--- src/sv/vde_pkg.sv ---
`default_nettype none
package vde_pkg;

	// one-hot mode register encoding
	typedef enum logic [5:0] {
		MODE_STARTUP = 6'b000001,
		MODE_LV      = 6'b000010,
		MODE_PRE     = 6'b000100,
		MODE_HV      = 6'b001000,
		MODE_DRIVE   = 6'b010000,
		MODE_FAULT   = 6'b100000
	} mode_t;

	// external mode numbering on the result channel
	localparam logic [2:0] MODE_NUM_STARTUP = 3'd0;
	localparam logic [2:0] MODE_NUM_LV      = 3'd1;
	localparam logic [2:0] MODE_NUM_PRE     = 3'd2;
	localparam logic [2:0] MODE_NUM_HV      = 3'd3;
	localparam logic [2:0] MODE_NUM_DRIVE   = 3'd4;
	localparam logic [2:0] MODE_NUM_FAULT   = 3'd5;

	localparam logic [3:0] FLT_NONE     = 4'd0;
	localparam logic [3:0] FLT_SHUTDOWN = 4'd1;
	localparam logic [3:0] FLT_BSPD     = 4'd2;
	localparam logic [3:0] FLT_DRIVE_LV = 4'd3;
	localparam logic [3:0] FLT_UNCAL    = 4'd4;
	localparam logic [3:0] FLT_BRAKE_NP = 4'd5;
	localparam logic [3:0] FLT_HV_OFF   = 4'd6;
	localparam logic [3:0] FLT_IMPLAUS  = 4'd7;
	localparam logic [3:0] FLT_DISCREP  = 4'd8;
	localparam logic [3:0] FLT_TIMER    = 4'd9;

	localparam logic [7:0] LOOP_MASK = 8'b00111000;
	localparam logic [2:0] SW_TC     = 3'b100;
	localparam logic [2:0] SW_HV     = 3'b010;
	localparam logic [2:0] SW_DR     = 3'b001;

	localparam logic       ACT_EVAL = 1'b0;
	localparam logic       ACT_TICK = 1'b1;

	// configuration register indexes
	localparam logic [1:0] REG_THRESHOLD = 2'd0;
	localparam logic [1:0] REG_TIMEOUT   = 2'd1;
	localparam logic [1:0] REG_TICK      = 2'd2;

	localparam logic [15:0] THRESHOLD_RST = 16'd0;
	localparam logic [15:0] TIMEOUT_RST   = 16'd5000;
	localparam logic [7:0]  TICK_RST      = 8'd20;
	localparam logic [15:0] ELAPSED_MAX   = 16'hFFFF;

	typedef struct packed {
		logic [15:0] threshold;
		logic [15:0] timeout_ms;
		logic [7:0]  tick_ms;
	} cfg_t;

	typedef struct packed {
		logic        action;
		logic [2:0]  switches;
		logic [7:0]  sdc_status;
		logic [7:0]  estop_status;
		logic        bspd_ok;
		logic [15:0] bus_voltage;
		logic        inverter_lockout;
		logic        brake_pressed;
		logic        brake_bad;
		logic        calibrated;
		logic        discrepancy_fault;
	} item_t;

	typedef struct packed {
		mode_t       mode;
		logic [3:0]  fault;
		logic [15:0] elapsed;
	} state_t;

	typedef struct packed {
		logic [2:0] mode;
		logic [3:0] fault_code;
		logic       send_torque;
		logic       send_mc_disable;
		logic       do_calibration;
		logic       run_traction;
		logic       clear_discrepancy_timer;
	} result_t;

	function automatic logic [2:0] mode_num(input mode_t m);
		logic [2:0] n;
		case (m)
			MODE_STARTUP: n = MODE_NUM_STARTUP;
			MODE_LV:      n = MODE_NUM_LV;
			MODE_PRE:     n = MODE_NUM_PRE;
			MODE_HV:      n = MODE_NUM_HV;
			MODE_DRIVE:   n = MODE_NUM_DRIVE;
			MODE_FAULT:   n = MODE_NUM_FAULT;
			default:      n = MODE_NUM_STARTUP;
		endcase
		return n;
	endfunction

endpackage
`default_nettype wire

--- src/sv/vde_cfg.sv ---
`default_nettype none
module vde_cfg (
	input  wire logic             clk,
	input  wire logic             arst_n,
	input  wire logic             cfg_we,
	input  wire logic [1:0]       cfg_index,
	input  wire logic [15:0]      cfg_wdata,
	output vde_pkg::cfg_t         cfg
);
	import vde_pkg::*;

	cfg_t cfg_q;

	always_ff @(posedge clk or negedge arst_n) begin
		if (!arst_n) begin
			cfg_q.threshold  <= THRESHOLD_RST;
			cfg_q.timeout_ms <= TIMEOUT_RST;
			cfg_q.tick_ms    <= TICK_RST;
		end else if (cfg_we) begin
			case (cfg_index)
				REG_THRESHOLD: cfg_q.threshold  <= cfg_wdata;
				REG_TIMEOUT:   cfg_q.timeout_ms <= cfg_wdata;
				REG_TICK:      cfg_q.tick_ms    <= cfg_wdata[7:0];
				default: ;
			endcase
		end
	end

	assign cfg = cfg_q;

endmodule
`default_nettype wire

--- src/sv/vde_rules.sv ---
`default_nettype none
module vde_rules (
	input  vde_pkg::item_t   item,
	input  vde_pkg::state_t  cur,
	input  vde_pkg::cfg_t    cfg,
	output vde_pkg::state_t  nxt,
	output vde_pkg::result_t res
);
	import vde_pkg::*;

	logic        hv, dr, closed;
	logic [16:0] sum;
	logic [15:0] el;
	mode_t       m;
	logic [3:0]  f;
	logic        torque, mcdis, calib, tc, clr;

	assign hv     = (item.switches & SW_HV) != 3'b000;
	assign dr     = (item.switches & SW_DR) != 3'b000;
	assign closed = (item.estop_status == 8'd0)
		&& ((item.sdc_status & LOOP_MASK) == LOOP_MASK);
	assign sum    = {1'b0, cur.elapsed} + {9'd0, cfg.tick_ms};

	always_comb begin
		m      = cur.mode;
		f      = cur.fault;
		el     = cur.elapsed;
		torque = 1'b0;
		mcdis  = 1'b0;
		calib  = 1'b0;
		tc     = 1'b0;
		clr    = 1'b0;
		if (item.action == ACT_TICK) begin
			if (cur.mode == MODE_PRE) begin
				el = sum[16] ? ELAPSED_MAX : sum[15:0];
				if (el > cfg.timeout_ms) begin
					m = MODE_FAULT;
					f = FLT_TIMER;
				end
			end else begin
				el = 16'd0;
			end
		end else begin
			// global faults first, later ones overwrite the code
			if (item.discrepancy_fault) begin
				m = MODE_FAULT;
				f = FLT_DISCREP;
			end
			torque = !item.inverter_lockout;
			tc     = (item.switches & SW_TC) != 3'b000;
			if (!closed) begin
				m = MODE_FAULT;
				f = FLT_SHUTDOWN;
			end
			if (!item.bspd_ok) begin
				m = MODE_FAULT;
				f = FLT_BSPD;
			end
			case (m)
				MODE_STARTUP: begin
					calib = 1'b1;
					if (!hv && !dr) m = MODE_LV;
				end
				MODE_LV: begin
					calib = 1'b1;
					if (dr) begin
						m = MODE_FAULT;
						f = FLT_DRIVE_LV;
					end else if (hv) begin
						if (item.calibrated) m = MODE_PRE;
						else begin
							m = MODE_FAULT;
							f = FLT_UNCAL;
						end
					end
				end
				MODE_PRE: begin
					if (item.bus_voltage > cfg.threshold) m = MODE_HV;
					else if (!hv) m = MODE_LV;
					else if (dr) begin
						m = MODE_FAULT;
						f = FLT_DRIVE_LV;
					end
				end
				MODE_HV: begin
					if (!hv) m = MODE_LV;
					else if (dr) begin
						if (item.brake_pressed) m = MODE_DRIVE;
						else begin
							m = MODE_FAULT;
							f = FLT_BRAKE_NP;
						end
					end
				end
				MODE_DRIVE: begin
					mcdis = item.inverter_lockout;
					if (!dr) m = MODE_HV;
					else if (!hv) begin
						m = MODE_FAULT;
						f = FLT_HV_OFF;
					end else if (item.brake_bad) begin
						m = MODE_FAULT;
						f = FLT_IMPLAUS;
					end
				end
				MODE_FAULT: begin
					if (f == FLT_BRAKE_NP) begin
						if (!hv) m = MODE_LV;
						if (!dr) m = MODE_HV;
					end else if (f == FLT_DISCREP) begin
						if (!dr) begin
							clr = 1'b1;
							m   = MODE_HV;
						end
						if (!hv) begin
							m = MODE_FAULT;
							f = FLT_HV_OFF;
						end
					end else if (f == FLT_IMPLAUS) begin
						if (!item.brake_bad && hv && dr) m = MODE_DRIVE;
						if (!hv && !dr) m = MODE_LV;
						if (!dr) m = MODE_HV;
						if (!hv) begin
							m = MODE_FAULT;
							f = FLT_HV_OFF;
						end
					end else if (f == FLT_SHUTDOWN) begin
						if (closed) m = MODE_LV;
					end else begin
						if (f == FLT_BSPD && item.bspd_ok) m = MODE_LV;
						if (!hv && !dr) m = MODE_LV;
					end
				end
				default: ;
			endcase
		end
	end

	assign nxt.mode                    = m;
	assign nxt.fault                   = f;
	assign nxt.elapsed                 = el;
	assign res.mode                    = mode_num(m);
	assign res.fault_code              = f;
	assign res.send_torque             = torque;
	assign res.send_mc_disable         = mcdis;
	assign res.do_calibration          = calib;
	assign res.run_traction            = tc;
	assign res.clear_discrepancy_timer = clr;

endmodule
`default_nettype wire

--- src/sv/vehicle_drive_enable_fsm.sv ---
`default_nettype none
// Drive-enable safety mode machine. Every transaction on the input channel
// (an evaluate pass or a timer tick) gives exactly one transaction on the
// result channel via the item and output registers. One transaction is
// taken per clock unless the result side stalls: the item is registered,
// the mode rules run as one combinational pass over the mode, fault and
// precharge-timer registers, and the result lands in an output register
// while those state registers update at the same edge, so the next item
// already sees the new mode. Configuration (threshold, timeout, tick
// period) may be written only while no transaction is in flight.
module vehicle_drive_enable_fsm (
	input  wire logic        clk,
	input  wire logic        arst_n,
	input  wire logic        cfg_we,
	input  wire logic [1:0]  cfg_index,
	input  wire logic [15:0] cfg_wdata,
	input  wire logic        in_valid,
	output logic             in_ready,
	input  wire logic        action,
	input  wire logic [2:0]  switches,
	input  wire logic [7:0]  sdc_status,
	input  wire logic [7:0]  estop_status,
	input  wire logic        bspd_ok,
	input  wire logic [15:0] bus_voltage,
	input  wire logic        inverter_lockout,
	input  wire logic        brake_pressed,
	input  wire logic        brake_bad,
	input  wire logic        calibrated,
	input  wire logic        discrepancy_fault,
	output logic             out_valid,
	input  wire logic        out_ready,
	output logic [2:0]       mode,
	output logic [3:0]       fault_code,
	output logic             send_torque,
	output logic             send_mc_disable,
	output logic             do_calibration,
	output logic             run_traction,
	output logic             clear_discrepancy_timer
);
	import vde_pkg::*;

	cfg_t    cfg;
	item_t   item_s1;
	logic    valid_s1;
	result_t res_s2;
	logic    valid_s2;
	state_t  state_q;
	state_t  nxt;
	result_t res;
	logic    adv_s2;
	logic    fire;

	vde_cfg u_cfg (
		.clk       (clk),
		.arst_n    (arst_n),
		.cfg_we    (cfg_we),
		.cfg_index (cfg_index),
		.cfg_wdata (cfg_wdata),
		.cfg       (cfg)
	);

	vde_rules u_rules (
		.item (item_s1),
		.cur  (state_q),
		.cfg  (cfg),
		.nxt  (nxt),
		.res  (res)
	);

	assign adv_s2   = !valid_s2 || out_ready;
	assign fire     = valid_s1 && adv_s2;
	assign in_ready = !valid_s1 || adv_s2;

	always_ff @(posedge clk or negedge arst_n) begin
		if (!arst_n) begin
			valid_s1 <= 1'b0;
		end else if (in_ready) begin
			valid_s1 <= in_valid;
		end
	end

	always_ff @(posedge clk) begin
		if (in_valid && in_ready) begin
			item_s1 <= '{action, switches, sdc_status, estop_status, bspd_ok,
				bus_voltage, inverter_lockout, brake_pressed, brake_bad, calibrated,
				discrepancy_fault};
		end
	end

	always_ff @(posedge clk or negedge arst_n) begin
		if (!arst_n) begin
			valid_s2        <= 1'b0;
			state_q.mode    <= MODE_STARTUP;
			state_q.fault   <= FLT_NONE;
			state_q.elapsed <= 16'd0;
		end else begin
			if (adv_s2) valid_s2 <= valid_s1;
			if (fire) state_q <= nxt;
		end
	end

	always_ff @(posedge clk) begin
		if (fire) res_s2 <= res;
	end

	assign out_valid               = valid_s2;
	assign mode                    = res_s2.mode;
	assign fault_code              = res_s2.fault_code;
	assign send_torque             = res_s2.send_torque;
	assign send_mc_disable         = res_s2.send_mc_disable;
	assign do_calibration          = res_s2.do_calibration;
	assign run_traction            = res_s2.run_traction;
	assign clear_discrepancy_timer = res_s2.clear_discrepancy_timer;

	// a tick outside precharging always clears the timer
	a_tick_clear: assert property (@(posedge clk) disable iff (!arst_n)
		fire && item_s1.action == ACT_TICK && state_q.mode != MODE_PRE
		|=> state_q.elapsed == 16'd0)
		else $error("precharge timer not cleared by tick");

	// startup is left before any fault can be recorded
	a_startup_no_fault: assert property (@(posedge clk) disable iff (!arst_n)
		state_q.mode == MODE_STARTUP |-> state_q.fault == FLT_NONE)
		else $error("fault code set while in startup");

	// the disable message only goes out with lockout, so torque is off
	a_mcdis_torque: assert property (@(posedge clk) disable iff (!arst_n)
		out_valid && send_mc_disable |-> !send_torque)
		else $error("disable and torque both requested");

	// an empty output register never blocks the input side
	a_no_bubble: assert property (@(posedge clk) disable iff (!arst_n)
		!valid_s2 |-> in_ready)
		else $error("input stalled with empty output register");

endmodule
`default_nettype wire

--- config.mk ---
export PLATFORM = sky130hd
export DESIGN_NAME = vehicle_drive_enable_fsm
export DESIGN_NICKNAME = d
export VERILOG_FILES = /design/src/sv/vde_pkg.sv /design/src/sv/vde_cfg.sv /design/src/sv/vde_rules.sv /design/src/sv/vehicle_drive_enable_fsm.sv
export SDC_FILE = /design/constraint.sdc
export NUM_CORES = 1
export LEC_CHECK = 0
export ABC_CLOCK_PERIOD_IN_PS = 5350
export BUFFER_PORTS_ARGS = -buffer_cell sky130_fd_sc_hd__buf_2
export CAP_MARGIN = 20
export CORE_MARGIN = 2
export CORE_UTILIZATION = 45
export CTS_CLUSTER_SIZE = 30
export DETAILED_ROUTE_END_ITERATION = 8
export GPL_ROUTABILITY_DRIVEN = 0
export HOLD_SLACK_MARGIN = 0.12
export PLACE_DENSITY_LB_ADDON = 0.05
export SYNTH_ARGS = -nofsm -noshare
export SYNTH_HDL_FRONTEND = slang
export SYNTH_SLANG_ARGS = --single-unit
--- constraint.sdc ---
create_clock -name clk -period 5.35 [get_ports clk]
set_clock_uncertainty 0.2 [all_clocks]
set_input_delay 1.605 -clock clk [delete_from_list [all_inputs] [get_ports clk]]
set_output_delay 1.605 -clock clk [all_outputs]
set_load 0.01 [all_outputs]
* After elaboration in Yosys (flattened, before gate mapping)
Cells that the tools add are included.
** Operators by class
- Mux-type cells :: 65
- Equality and inequality tests :: 20
- Bitwise operators :: 3
- Reductions and logical operators :: 24
- $add $sub $neg :: 1
- Order comparisons :: 2
** Operators with widths (number)
- $mux 6 :: 35
- $mux 4 :: 23
- $pmux 6 s6 :: 1
- $gt 16x16->1 :: 2
- $mux 16 :: 2
- $pmux 4 s5 :: 1
- $eq 6x3->1 const B :: 3
- $add 16x8->17 :: 1
- $pmux 3 s5 :: 1
- $eq 6x2->1 const B :: 2
- $eq 6x4->1 const B :: 2
- $eq 6x5->1 const B :: 2
- $eq 6x6->1 const B :: 2
- $eq 4x3->1 const B :: 2
- $logic_not 8->1 :: 1
- $reduce_and 2->1 :: 4
- $logic_and 1x1->1 :: 7
- $eq 6x1->1 const B :: 1
- $logic_not 1->1 :: 6
- $eq 4x1->1 const B :: 1
- $eq 4x2->1 const B :: 1
- $eq 4x4->1 const B :: 1
- $reduce_or 2->1 :: 2
- $reduce_or 4->1 :: 1
- other kinds (7) :: 11
** Word-level totals
- Bits of input ports :: 65
- Register bits :: 120
- Output and inout port bits :: 14
- Word-level logic and storage cells :: 141

* Longest topological paths before layout
- Word-level depth :: 17
- Gate-level depth with buffers :: 21
- Depth with buffers taken out :: 20

* Modules after synthesis
A second synthesis with hierarchy kept.
** Unflattened totals
- Cells, all modules :: 688
- Area total of the unflattened synthesis :: 7382.1 um2
** By module, submodules not included
- vde_rules :: instances 1, cells an instance 486, area each 3096.7 um2, seq. area each 0.0 um2
- vehicle_drive_enable_fsm :: instances 1, cells an instance 117, area each 2765.2 um2, seq. area each 2323.5 um2
- vde_cfg :: instances 1, cells an instance 85, area each 1520.2 um2, seq. area each 1009.7 um2

* Worst setup path before layout
Ideal clock, no wire load.
- Kind :: register to register
- Start point :: register u_cfg.cfg_q (netlist bit u_cfg.cfg[0])
- End point :: register res_s2 (netlist bit mode[1]) (data pin)
- Data arrival time :: 4.268 ns
- Cell stages (with the launch flop) :: 21
- Path buffers :: 2
- Slack :: 0.748 ns
- Path through :: dfrtp_1 -> ha_1 -> fa_1 -> a21o_1 -> a21oi_1 -> o21bai_1 -> a21oi_1 -> o21ai_0 -> nand2b_1 -> clkbuf_1 -> clkbuf_1 -> nand2_1 -> ha_1 -> a211oi_1 -> nand3_1 -> o21a_1 -> o21ai_1 -> a31oi_1 -> o32a_1 -> or2_0 -> and4bb_1
** RTL lines
- start, declared :: RTL line vde_cfg.sv:12 : cfg_t cfg_q;
- end signal, assigned :: RTL line vehicle_drive_enable_fsm.sv:103 : if (fire) res_s2 <= res;
- end, declared :: RTL line vehicle_drive_enable_fsm.sv:45 : result_t res_s2;

==> flow_metrics.py <==
metrics = {
    "final_layout": {
        "fin_util_pct": 54.6,
        "drive_gt1_share_pct": 21.4,
        "final_area_um2": 7930,
        "layout_common_cells": "nand2_1, buf_2, dfrtp_1, edfxtp_1",
        "layout.cells.non_filler": 938,
        "syn_to_final_growth_pct": 18.5,
        "nets": 847,
        "n_antenna_cell": 0,
    },
    "grt": {
        "grt_util_met1_pct": 31.9,
        "grt_usage_pct": 21.5,
        "met3_usage_pct": 5.18,
        "grt_overflow_total": 0,
        "grt_pass1_vias": 5242,
        "grt_pass1_wl_mm": 27.0,
        "busiest_layer": "met1",
        "grt_max_degree": 38,
        "grt_util_met2_pct": 30.9,
        "antenna_found_initial": 0,
    },
    "critical_path": {
        "cp.arrival_ns": 4.85,
        "start_kind": "flop",
        "worstPathRequired_ns": 5.32,
        "end_kind": "flop",
        "path_class": "reg2reg",
        "crit_fanout": 7,
    },
    "floorplanning": {
        "ios": 79,
        "dieArea_um2": 15900,
        "die_y_um": 126,
        "row_count": 44,
        "start_util_pct": 46.0,
        "die_x_um": 126,
        "core_area_um2": 14500,
    },
    "clock_tree": {
        "clk_latency_ns": 0.42,
        "cts_buffers": 17,
        "cts.path.max_buffers": 2,
        "cts.sinks": 117,
        "cts_max_level": 4,
        "cts-root-buf": "clkbuf_16",
        "cts_tree": "done",
        "clk_pin_slew_ns": 0.06,
    },
    "synth": {
        "netlist_instances": 665,
        "synth_warnings": 0,
        "synth_edf_count": 49,
        "netlist_area_um2": 6690,
        "synth-seq-cells": 117,
        "synth_ff_type": "dfrtp_1",
        "avgSynthCellArea_um2": 10.1,
        "synthesis.nets": 771,
        "yosysSeqAreaShare_pct": 47.6,
        "async_flop_share_pct": 58.1,
        "yosysUniqueCellTypes": 71,
    },
    "timing": {
        "whs_ns": 0.286,
        "rsz0062_at_grt": "no",
        "fin_crit_ns": 4.88,
        "slew_headroom_pct": 31.9,
        "setup_ws_ns": 0.469,
        "slew_violations": 0,
        "hold_viol_final": 0,
        "setup_tns_ns": 0,
        "worst_pin_slew_ns": 1.01,
        "clock.fmax_ghz": 0.205,
        "period_share_pct": 91.2,
        "finalSetupViolCount": 0,
    },
    "route": {
        "route.vias.total": 5390,
        "detail_route.vias_per_cell": 5.75,
        "wl_per_cell_um": 17.3,
        "drt.antenna.violating_nets": 0,
        "first_pass_iters": 5,
        "drcViolationCount": 0,
        "drt_iter0_drc": 500,
        "totalWireLength_mm": 16.2,
    },
    "outcome": {
        "outcome": "complete, no violations",
    },
    "power_and_ir_drop": {
        "power_mw": 2.87,
        "pwr_density_cell_nw_per_um2": 362,
        "peakVddDrop_v": 0.000218,
        "leakagePower_nw": 3.41,
    },
    "placement": {
        "preCtsSetupSlack_ns": 0.309,
        "dp_hpwl_mm": 12.0,
        "dpl_cell_area_um2": 7240,
        "place_inst": 904,
        "numPortBuffers": 73,
    },
    "hold_path": {
        "hold_class": "reg2reg",
    },
    "run": {
        "cap_violations": 0,
    },
}
==> report_power, final <==
part / leakage (nW) / total [mW] / switching [mW] / internal (mW)
sequential: 1.32 / 1.13 / 0.0824 / 1.05
clock: 0.328 / 1.31 / 0.427 / 0.880
combinational: 1.76 / 0.434 / 0.245 / 0.190
total: 3.41 / 2.87 / 0.754 / 2.12
==> metal layers <==
layer	part of all wire [%]	routed length (µm)
met4	1.5	248
met5	0	0
met2	43	6940
met1	48	7820
met3	7.6	1230
==> final timing paths <==
path,from,end,slack (ns),cells past startpoint
max,u_cfg.cfg[0],mode[1],0.47,20
min,state_q[0],state_q[0],0.29,2
max reg2reg,u_cfg.cfg[0],mode[1],0.47,20
min in group asynchronous,arst_n,state_q[9],0.93,1
max in group asynchronous,arst_n,u_cfg.cfg[17],3.23,2
min reg2reg,state_q[0],state_q[0],0.29,2
==> synthesized netlist by cell type (9+ instances only) <==
| library cell | count | area share [%] |
|---|---|---|
| nand2_1 | 73 | 4.1 |
| dfrtp_1 | 60 | 22 |
| edfxtp_1 | 49 | 22 |
| o21ai_0 | 46 | 3.4 |
| inv_1 | 45 | 2.5 |
| a21oi_1 | 40 | 3.0 |
| ha_1 | 40 | 7.5 |
| nor2_1 | 32 | 1.8 |
| mux2_2 | 29 | 4.9 |
| nand3_1 | 23 | 1.7 |
| clkbuf_1 | 22 | 1.2 |
| nand2b_1 | 13 | 1.2 |
| nand4_1 | 13 | 1.2 |
| a22o_1 | 12 | 1.6 |
| a31oi_1 | 12 | 1.1 |
| nor3_1 | 12 | 0.90 |
| a21o_1 | 9 | 1.0 |
==> state kept, by name, indices dropped and copies added, names as in the netlist, 3 cells and up <==
register and count:
item_s1 37, fault_code 4, state_q 26, mode 3
u_cfg.cfg 40
==> layout make-up <==
cell class                 count  area (µm²)
sequential                   117        3180
multi-input combinational    477        3240
timing repair buffer          82         433
clock inverter                14         245
fill                        1310        6600
inverter                      46         173
tap                          184         230
clock buffer                  18         429
==> critical path, cell delays in order (launching register included) <==
cell,delay [ns]
dfrtp_1,0.40
ha_1,0.24
fa_1,0.41
a21o_1,0.21
a21oi_1,0.22
o21bai_1,0.10
a21oi_1,0.22
o21ai_1,0.19
and2_1,0.19
a41oi_1,0.33
ha_1,0.19
and4_1,0.17
nand3_1,0.10
nor4_1,0.33
o21ai_0,0.12
o21ai_1,0.18
buf_4,0.20
nand4b_1,0.12
o211ai_1,0.20
nor2_1,0.13
and4bb_1,0.18
==> kinds of logic after synthesis <==
kind of cell             Yosys count  share of synthesized area, %
AO/OA/AOI/OAI                    178                          17.3
XOR/XNOR                          13                          1.70
adder cells (fa/ha/maj)           41                          7.78
buffers and inverters             71                          4.13
flip-flops                       117                          47.6
multiplexers                      29                          4.88
AND/OR/NAND/NOR                  216                          16.6
==> repair_timing <==
item	4_1_cts	5_1_grt
endpoints found under the setup margin	0	3
hold buffers	0	0
buffers inserted	0	2
endpoints found under the hold margin	0	0
gates resized for setup	0	1
(Power assumes the default switching activity.)
